==> src/rtl/amcstx_pkg.sv <==
// shared types and constants for the audio module command serial transmitter
`default_nettype none

package amcstx_pkg;

  typedef enum logic [1:0] {
    CMD_TICK   = 2'd0,
    CMD_PLAY   = 2'd1,
    CMD_VOLUME = 2'd2,
    CMD_STOP   = 2'd3
  } cmd_e;

  localparam logic [15:0] BIT_TIME_RESET = 16'd93;

  typedef struct packed {
    cmd_e       cmd;
    logic [7:0] arg;
  } item_t;

  // packed so that line sits in bit 0
  typedef struct packed {
    logic accepted;
    logic busy;
    logic line;
  } res_t;

endpackage

`default_nettype wire

==> src/rtl/audio_module_command_serial_tx.sv <==
// Serial command transmitter for an audio player module.
// The slave stream carries one item per cycle while tready is high: tuser holds
// the command (tick, play, volume, stop) and tdata the track or volume byte. Each
// command starts a frame when the transmitter is idle, else it is dropped.
// Tick items advance the bit timer; a serial bit lasts bit_time ticks, or one
// if it is zero. Every item yields exactly one result item on the master
// stream: the line level after the item, the busy flag and the accepted flag.
// An accepted item waits in the input register until the state update loads
// its result into the result register. Throughput is one item per cycle while
// the receiver does not stall, set by the single state update step.
// bit_time is written through cfg_we_i/cfg_wdata_i; the user must do so only
// while the block is idle, as the block itself does not enforce it. Reset drives
// the line state high, clears the frame state and loads bit_time with 93. When
// the receiver stalls the result register holds its item and the input register
// fills; tready drops only when both stages are full.
`default_nettype none

module audio_module_command_serial_tx (
  input  wire         clk_i,
  input  wire         rst_ni,
  input  wire         cfg_we_i,
  input  wire  [15:0] cfg_wdata_i,
  input  wire         s_axis_tvalid,
  output logic        s_axis_tready,
  input  wire  [7:0]  s_axis_tdata,   // [7:0] arg
  input  wire  [1:0]  s_axis_tuser,   // [1:0] cmd
  output logic        m_axis_tvalid,
  input  wire         m_axis_tready,
  output logic [7:0]  m_axis_tdata    // [0] line, [1] busy_res, [2] accepted, [7:3] zero
);

  logic [15:0]        bit_time_q;
  amcstx_pkg::item_t  in_item;
  amcstx_pkg::item_t  stage_item;
  amcstx_pkg::res_t   core_res;
  amcstx_pkg::res_t   out_res;
  logic               stage_valid;
  logic               adv;

  always_ff @(posedge clk_i or negedge rst_ni) begin
    if (!rst_ni) begin
      bit_time_q <= amcstx_pkg::BIT_TIME_RESET;
    end else if (cfg_we_i) begin
      bit_time_q <= cfg_wdata_i;
    end
  end

  assign in_item.cmd = amcstx_pkg::cmd_e'(s_axis_tuser);
  assign in_item.arg = s_axis_tdata;

  assign adv = stage_valid && (!m_axis_tvalid || m_axis_tready);

  amcstx_in_reg u_in_reg (
    .clk_i      (clk_i),
    .rst_ni     (rst_ni),
    .in_valid_i (s_axis_tvalid),
    .in_ready_o (s_axis_tready),
    .in_item_i  (in_item),
    .adv_i      (adv),
    .valid_o    (stage_valid),
    .item_o     (stage_item)
  );

  amcstx_core u_core (
    .clk_i      (clk_i),
    .rst_ni     (rst_ni),
    .step_i     (adv),
    .item_i     (stage_item),
    .bit_time_i (bit_time_q),
    .res_o      (core_res)
  );

  amcstx_out_reg u_out_reg (
    .clk_i   (clk_i),
    .rst_ni  (rst_ni),
    .load_i  (adv),
    .res_i   (core_res),
    .ready_i (m_axis_tready),
    .valid_o (m_axis_tvalid),
    .res_o   (out_res)
  );

  assign m_axis_tdata = {5'd0, out_res};

`ifndef SYNTHESIS
  // a started frame is always reported busy
  assert property (@(posedge clk_i) disable iff (!rst_ni)
    m_axis_tvalid && m_axis_tdata[2] |-> m_axis_tdata[1])
    else $error("accepted item not busy");

  // idle line is high
  assert property (@(posedge clk_i) disable iff (!rst_ni)
    m_axis_tvalid && !m_axis_tdata[1] |-> m_axis_tdata[0])
    else $error("line low while idle");

  // input stalls only behind a stalled result
  assert property (@(posedge clk_i) disable iff (!rst_ni)
    !s_axis_tready |-> m_axis_tvalid && !m_axis_tready)
    else $error("input stalled without output back-pressure");
`endif

endmodule

`default_nettype wire

==> src/rtl/amcstx_in_reg.sv <==
// input register stage holding one accepted command or tick item
`default_nettype none

module amcstx_in_reg (
  input  wire                 clk_i,
  input  wire                 rst_ni,
  input  wire                 in_valid_i,
  output logic                in_ready_o,
  input  amcstx_pkg::item_t   in_item_i,
  input  wire                 adv_i,
  output logic                valid_o,
  output amcstx_pkg::item_t   item_o
);

  logic              valid_q;
  amcstx_pkg::item_t item_q;

  assign in_ready_o = !valid_q || adv_i;
  assign valid_o    = valid_q;
  assign item_o     = item_q;

  always_ff @(posedge clk_i or negedge rst_ni) begin
    if (!rst_ni) begin
      valid_q <= 1'b0;
    end else if (in_ready_o) begin
      valid_q <= in_valid_i;
    end
  end

  always_ff @(posedge clk_i) begin
    if (in_valid_i && in_ready_o) begin
      item_q <= in_item_i;
    end
  end

endmodule

`default_nettype wire

==> src/rtl/amcstx_core.sv <==
// frame state, bit timer and line level update for one item
`default_nettype none

module amcstx_core (
  input  wire                 clk_i,
  input  wire                 rst_ni,
  input  wire                 step_i,
  input  amcstx_pkg::item_t   item_i,
  input  wire [15:0]          bit_time_i,
  output amcstx_pkg::res_t    res_o
);

  localparam logic [3:0] PhasesPerByte = 4'd11;
  localparam logic [3:0] PhaseStart    = 4'd2;
  localparam logic [3:0] PhaseData0    = 4'd3;
  localparam logic [7:0] ByteSync      = 8'hFD;
  localparam logic [7:0] ByteEnd       = 8'hDF;
  localparam logic [7:0] PlayLen       = 8'h04;
  localparam logic [7:0] PlayOp        = 8'h41;
  localparam logic [7:0] PlayHigh      = 8'h00;
  localparam logic [7:0] VolLen        = 8'h03;
  localparam logic [7:0] VolOp         = 8'h31;
  localparam logic [7:0] StopLen       = 8'h02;
  localparam logic [7:0] StopOp        = 8'h02;

  function automatic logic [2:0] frame_len(amcstx_pkg::cmd_e kind);
    unique case (kind)
      amcstx_pkg::CMD_PLAY:   frame_len = 3'd6;
      amcstx_pkg::CMD_VOLUME: frame_len = 3'd5;
      default:                frame_len = 3'd4;
    endcase
  endfunction

  function automatic logic [7:0] frame_byte(amcstx_pkg::cmd_e kind, logic [2:0] pos,
                                            logic [7:0] arg);
    logic [7:0] b;
    b = 8'hFF;
    unique case (kind)
      amcstx_pkg::CMD_PLAY: begin
        case (pos)
          3'd0:    b = ByteSync;
          3'd1:    b = PlayLen;
          3'd2:    b = PlayOp;
          3'd3:    b = PlayHigh;
          3'd4:    b = arg;
          3'd5:    b = ByteEnd;
          default: b = 8'hFF;
        endcase
      end
      amcstx_pkg::CMD_VOLUME: begin
        case (pos)
          3'd0:    b = ByteSync;
          3'd1:    b = VolLen;
          3'd2:    b = VolOp;
          3'd3:    b = arg;
          3'd4:    b = ByteEnd;
          default: b = 8'hFF;
        endcase
      end
      default: begin
        case (pos)
          3'd0:    b = ByteSync;
          3'd1:    b = StopLen;
          3'd2:    b = StopOp;
          3'd3:    b = ByteEnd;
          default: b = 8'hFF;
        endcase
      end
    endcase
    return b;
  endfunction

  logic              line_q, line_d;
  logic              sending_q, sending_d;
  amcstx_pkg::cmd_e  kind_q, kind_d;
  logic [7:0]        arg_q, arg_d;
  logic [2:0]        pos_q, pos_d;
  logic [3:0]        phase_q, phase_d;
  logic [15:0]       tick_q, tick_d;

  logic              acc;
  logic [15:0]       limit;
  logic [16:0]       cnt;
  logic [3:0]        ph_inc;
  logic [2:0]        pos_inc;
  logic [3:0]        bit_sel;
  logic [7:0]        cur_byte;

  always_comb begin
    line_d    = line_q;
    sending_d = sending_q;
    kind_d    = kind_q;
    arg_d     = arg_q;
    pos_d     = pos_q;
    phase_d   = phase_q;
    tick_d    = tick_q;
    acc       = 1'b0;
    limit     = (bit_time_i == 16'd0) ? 16'd1 : bit_time_i;
    cnt       = {1'b0, tick_q} + 17'd1;
    ph_inc    = phase_q + 4'd1;
    pos_inc   = pos_q + 3'd1;
    if (item_i.cmd != amcstx_pkg::CMD_TICK) begin
      if (!sending_q) begin
        sending_d = 1'b1;
        kind_d    = item_i.cmd;
        arg_d     = item_i.arg;
        pos_d     = 3'd0;
        phase_d   = 4'd0;
        tick_d    = 16'd0;
        line_d    = 1'b1;
        acc       = 1'b1;
      end
    end else if (sending_q) begin
      if (cnt >= {1'b0, limit}) begin
        tick_d  = 16'd0;
        phase_d = ph_inc;
        if (ph_inc >= PhasesPerByte) begin
          phase_d = 4'd0;
          pos_d   = pos_inc;
          if (pos_inc >= frame_len(kind_q)) begin
            sending_d = 1'b0;
            pos_d     = 3'd0;
          end
        end
      end else begin
        tick_d = cnt[15:0];
      end
    end
  end

  // level of the new phase, idle and start bits ahead of the data bits
  assign bit_sel  = phase_d - PhaseData0;
  assign cur_byte = frame_byte(kind_q, pos_d, arg_q);

  logic line_next;
  always_comb begin
    if (!sending_d) begin
      line_next = 1'b1;
    end else if (phase_d < PhaseStart) begin
      line_next = 1'b1;
    end else if (phase_d == PhaseStart) begin
      line_next = 1'b0;
    end else begin
      line_next = cur_byte[bit_sel[2:0]];
    end
  end

  logic line_upd;
  assign line_upd = (item_i.cmd != amcstx_pkg::CMD_TICK) ? line_d
                  : (sending_q && cnt >= {1'b0, limit}) ? line_next : line_q;

  assign res_o.line     = line_upd;
  assign res_o.busy     = sending_d;
  assign res_o.accepted = acc;

  always_ff @(posedge clk_i or negedge rst_ni) begin
    if (!rst_ni) begin
      line_q    <= 1'b1;
      sending_q <= 1'b0;
      kind_q    <= amcstx_pkg::CMD_TICK;
      arg_q     <= 8'd0;
      pos_q     <= 3'd0;
      phase_q   <= 4'd0;
      tick_q    <= 16'd0;
    end else if (step_i) begin
      line_q    <= line_upd;
      sending_q <= sending_d;
      kind_q    <= kind_d;
      arg_q     <= arg_d;
      pos_q     <= pos_d;
      phase_q   <= phase_d;
      tick_q    <= tick_d;
    end
  end

endmodule

`default_nettype wire

==> src/rtl/amcstx_out_reg.sv <==
// result register holding one item until the receiver takes it
`default_nettype none

module amcstx_out_reg (
  input  wire                 clk_i,
  input  wire                 rst_ni,
  input  wire                 load_i,
  input  amcstx_pkg::res_t    res_i,
  input  wire                 ready_i,
  output logic                valid_o,
  output amcstx_pkg::res_t    res_o
);

  logic             valid_q;
  amcstx_pkg::res_t res_q;

  assign valid_o = valid_q;
  assign res_o   = res_q;

  always_ff @(posedge clk_i or negedge rst_ni) begin
    if (!rst_ni) begin
      valid_q <= 1'b0;
    end else if (load_i) begin
      valid_q <= 1'b1;
    end else if (ready_i) begin
      valid_q <= 1'b0;
    end
  end

  always_ff @(posedge clk_i) begin
    if (load_i) begin
      res_q <= res_i;
    end
  end

endmodule

`default_nettype wire

==> config.mk <==
export PLATFORM = sky130hd
export DESIGN_NAME = audio_module_command_serial_tx
export DESIGN_NICKNAME = d
export VERILOG_FILES = /design/src/rtl/amcstx_pkg.sv /design/src/rtl/audio_module_command_serial_tx.sv /design/src/rtl/amcstx_in_reg.sv /design/src/rtl/amcstx_core.sv /design/src/rtl/amcstx_out_reg.sv
export SDC_FILE = /design/constraint.sdc
export NUM_CORES = 1
export LEC_CHECK = 0
export BUFFER_PORTS_ARGS = -buffer_cell sky130_fd_sc_hd__buf_2
export CORE_ASPECT_RATIO = 1.25
export CORE_MARGIN = 2
export CORE_UTILIZATION = 58
export DETAILED_ROUTE_END_ITERATION = 10
export GPL_ROUTABILITY_DRIVEN = 0
export GPL_TIMING_DRIVEN = 0
export PLACE_DENSITY = 0.79
export SLEW_MARGIN = 20
export SYNTH_ARGS = -nofsm -noshare
export SYNTH_HDL_FRONTEND = slang
export SYNTH_SLANG_ARGS = --single-unit
==> constraint.sdc <==
create_clock -name clk_i -period 14.8 [get_ports clk_i]
set_input_delay 2.96 -clock clk_i [delete_from_list [all_inputs] [get_ports clk_i]]
set_output_delay 2.96 -clock clk_i [all_outputs]
set_load 0.02 [all_outputs]
Word level (Yosys, flattened, before mapping)
Index checks and enable logic that the tools add are counted.
W data, S select, Z words.
{ "classes": {"mux": 41, "order_cmp": 5, "reduce_logical": 15, "n_addsub": 4, "n_eq_ne": 9, "bitwise": 1} }
{ "ops": {"columns": ["operator", "count"], "rows": [
  ["$mux W16", 5],
  ["$pmux W8 S6", 1],
  ["$pmux W8 S5", 1],
  ["$mux W3", 10],
  ["$pmux W8 S3", 1],
  ["$mux W4", 5],
  ["$add A16 B1 Y17 const B", 1],
  ["$ge A17 B16 Y1", 1],
  ["$logic_not A16 Y1", 1],
  ["$pmux W8 S2", 1],
  ["$mux W1", 15],
  ["$eq A3 B2 Y1 const B", 2],
  ["$eq A3 B3 Y1 const B", 2],
  ["$reduce_and A3 Y1", 2],
  ["$reduce_bool A2 Y1", 3],
  ["$add A4 B1 Y4 const B", 1],
  ["$eq A4 B2 Y1 const B", 1],
  ["$ge A4 B4 Y1 const B", 1],
  ["$lt A3 B4 Y1 const B", 1],
  ["$lt A4 B2 Y1 const B", 1],
  ["$pmux W2 S2", 1],
  ["$add A3 B1 Y3 const B", 1],
  ["$bmux W1 S3", 1],
  ["$eq A3 B1 Y1 const B", 1],
  ["other kinds (11)", 15]
]} }
{ "word_totals": {"ff_bits": 66, "inputBits": 31, "elab_cells": 90} }

Longest topological paths before layout
{ "depth": {"ltp_word": 23, "ltp_mapped": 21, "ltp_nobuf": 21} }

Hierarchy
From an unflattened synthesis, not the netlist that was laid out.
{ "hier_totals": {"cells_unflattened": 427, "area_unflattened_um2": 4364.2} }
{ "modules_own_cells": {"columns": ["mod", "area_each_um2", "cells_per_inst", "instances"], "rows": [
  ["amcstx_core", 3175.5, 365, 1],
  ["audio_module_command_serial_tx", 708.2, 42, 1],
  ["amcstx_in_reg", 354.1, 14, 1],
  ["amcstx_out_reg", 126.4, 6, 1]
]} }

Least setup slack after synthesis
Ideal clock, no wire load.
{ "synth_path": {"kind": "input -> output", "start": "input m_axis_tready", "end": "output s_axis_tready", "setup_slack_ps": 8602, "t_required_ps": 11840, "t_arrival_ps": 3238, "cell_stages": 1, "path_buffers": 0, "path_cell_list": "nand3b_1"} }
{ "synth_between": {"elab_chain_cells": 3} }
{ "synth_lines": {"columns": ["element", "line", "source"], "rows": [
  ["start: declaration", "audio_module_command_serial_tx.sv:28", "input wire m_axis_tready,"],
  ["$logic_or A1 B1 Y1", "audio_module_command_serial_tx.sv:51", "assign adv = stage_valid && (!m_axis_tvalid || m_axis_tready);"],
  ["$logic_and A1 B1 Y1", "audio_module_command_serial_tx.sv:51", null],
  ["$logic_or A1 B1 Y1", "amcstx_in_reg.sv:18", "assign in_ready_o = !valid_q || adv_i;"],
  ["end: declaration", "audio_module_command_serial_tx.sv:24", "output logic s_axis_tready,"]
]} }
No other way between the ends.

Worst setup path in the final report
Ends and elaborated chain as after synthesis.

==> results_dict.tcl <==
set metrics [dict create \
    design.die.area_sq_um 7800 \
    drc 0 \
    wl_microns 9300 \
    dr_total_vias 3525 \
    clock_latency_ns 0.35 \
    clk_path_buf_depth 2 \
    yosys_warnings 0 \
    via_per_inst 6.08 \
    whs_ns 0.487 \
    cp.required_ns 11.84 \
    dp_slack_ns 8.43 \
    end_kind "output pin" \
    cts_hold_buf 0 \
    drt_iter0_drc 291 \
    finalMaxSlewViolations 0 \
    power.total_uw 474 \
    leakagePower_uw 0.00207 \
    io_buffers 35 \
    core_area_sq_um 6930 \
    swShare_pct 30.9 \
    io_pins 41 \
    fin_util_pct 66.5 \
    drive_gt1_share_pct 18.4 \
    grt_pass1_vias 3504 \
    irDropWorstVdd_uv 106 \
    ant_nets 0 \
    die_w_microns 79.4 \
    dr.pass1.iters 5 \
    rsz0062_at_grt "no" \
    antenna_found_initial 0 \
    power.switching_uw 147 \
    start_util_pct 59.4 \
    intPower_uw 327 \
    setup_ws_ns 8.43 \
    post-route-period-util_pct 43.1 \
    cts_tree "built" \
    syn_to_final_growth_pct 12.0 \
    wl_per_cell_microns 16.0 \
    crit_type "input port to output pin" \
    post-cts-setup-buffers 0 \
    ys_types 69 \
    synth_ff_type "dfrtp_1" \
    n_fill_cell 554 \
    hold_class "register to register" \
    yosys.area_share.simple_pct 19.1 \
    cts_sinks 66 \
    relSlewSlack_pct 54.5 \
    fp-row-count 34 \
    yosysTopAreaCell "dfrtp_1" \
    outcome "finished, final reports clean" \
    synth_area_leaders "dfrtp_1 29%, edfxtp_1 9.5%, ha_1 7.9%" \
    htree_levels 3 \
    synth_top_area_share_pct 28.6 \
    synthXorXnorAreaFrac_pct 3.83 \
    async_flop_share_pct 80.3 \
    critPathLaunchType "input port" \
    yosys.area_share.adder_pct 7.90 \
    drv_cap 0 \
    maxClockFrequency_ghz 0.157 \
    clk_root_buffer_cell "clkbuf_8" \
    cts-buffers-inserted 9 \
    grt.total_usage_pct 26.1 \
    setup_violations 0 \
    tns_ns 0 \
    grt_max_degree 54 \
    post_synth.cell_area_avg_sq_um 9.47 \
    p_clk_share_pct 30.9 \
    seqPwrFrac_pct 46.7 \
    powerDensity_nw_per_um2 103 \
    finalNetCount 542 \
    grt_pass1_wl_microns 15800 \
    ys_seq_elements 66 \
    post_cts_resize_count 0 \
    fin_skew_ns 0.0144 \
    syn_area_sq_um 4120 \
    pwr-share-comb_pct 22.3 \
    seq_area_frac_synth_pct 41.9 \
    muxShareOfSynthArea_pct 4.65 \
    die_y_microns 98.2 \
    synth_top_family_by_area "simple AND/OR/NAND/NOR gates" \
    worstPathMaxFanout 3 \
    antennaDiodeCount 0 \
    synth-edff-count 13 \
    worst_pin_slew_ns 0.683 \
    clk_pin_slew_ns 0.08 \
    grt_overflow 0 \
    fin_crit_ns 6.37 \
    synth_cells 435 \
    hold_violations 0 \
    hpwl_microns 6940 \
    arrival_ns 3.41 \
    synth_compound_area_share_pct 17.4 \
]
[kinds of logic (layout without fill, tap and decap cells)]
logic type      Yosys count  in the layout
simple gates            151            151
flops                    66             66
mux                      17             17
xor+xnor                 18             18
buf+inv                  49            100
other cells               1              5
fa+ha+maj                26             26
compound gates          107            107
[worst max-delay path, cell delays in order]
cell,delay (ns)
buf_2,0.10
nand3b_1,0.17
buf_2,0.18
[metal layers]
| metal | track usage (%) | share of wire (%) |
|---|---|---|
| met4 | 12.1 | 3.0 |
| met5 | 0 | 0 |
| met2 | 45.4 | 52 |
| met1 | 30.4 | 39 |
| met3 | 5.55 | 5.9 |
[power by group through the flow]
stage,Sequential (uW),Combinational [uW],Clock [uW]
final,222,106,147
after CTS,221,104,149
after detailed placement,225,104,0
after global placement,224,98.5,0
after floorplan,221,75.0,0
after global routing,224,118,158
[cell type report]
| class | count | area (sq um) | share of cell area, % |
|---|---|---|---|
| plain buffers | 21 | 108 | 2.33 |
| clock buffers | 11 | 131 | 2.85 |
| clock inverters | 5 | 56.3 | 1.22 |
| inverters | 28 | 105 | 2.28 |
| multi-input cells | 324 | 2200 | 47.6 |
| flip-flops and latches | 66 | 1720 | 37.4 |
| well taps | 90 | 113 | 2.44 |
| repair buffers | 35 | 178 | 3.85 |
[per-stage QoR]
step,cell area (sq um),cells
global placement,4420,564
detailed placement,4420,564
CTS,4610,580
floorplan,4130,439
finish,4610,580
global route,4610,580
[sequential cells by signal, summed over array words and instances, names as in the netlist]
name and count:
bit_time_q 16, u_in_reg.valid_o 1, u_core.line_q 1, u_core.arg_q 8
u_out_reg.res_o 3, u_core.sending_q 1, u_core.kind_q 2, u_out_reg.valid_o 1
u_in_reg.item_o 10, u_core.phase_q 4, u_core.tick_q 16, u_core.pos_q 3
[final timing paths]
check                                    from                 end  slack [ns]  cells after the start
max                             m_axis_tready       s_axis_tready        8.43                      3
min                        u_in_reg.item_o[4]     u_core.arg_q[4]        0.49                      1
max reg2reg                  u_core.tick_q[2]  u_out_reg.res_o[0]        9.15                     20
min reg2reg                u_in_reg.item_o[4]     u_core.arg_q[4]        0.49                      1
max in group asynchronous              rst_ni   u_out_reg.valid_o       11.69                      1
min in group asynchronous              rst_ni    u_core.tick_q[9]        2.64                      1
[synth_stat cells, types with 6 or more instances]
library cell / instances
nor2_1: 18
o21ai_0: 33
nand2_1: 52
a22o_1: 12
edfxtp_1: 13
a31oi_1: 7
inv_1: 25
xor2_1: 8
a21oi_1: 15
nor4_1: 8
clkbuf_1: 12
dfstp_2: 6
nor3_1: 12
xnor2_1: 10
mux2_2: 14
ha_1: 26
nand2b_1: 8
dfrtp_1: 47
nand3_1: 19
[cells in the final DEF (no fill, tap or decap), types with 5 or more instances in the layout]
master and instances:
nand4_1 5, nand2_1 52, a21oi_1 15, clkbuf_8 9, conb_1 5, nor4_1 8, inv_1 25, a22o_1 12
a31oi_1 7, mux2_2 14, buf_4 6, nand2b_1 8, nand3_1 19, ha_1 26, nor2b_1 5, o21ai_0 33
o31ai_1 5, edfxtp_1 13, buf_2 36, clkbuf_1 14, nor2_1 18, dfrtp_1 47, dfstp_2 6, xor2_1 8
nor3_1 12, xnor2_1 10
(Power assumes the default switching activity.)
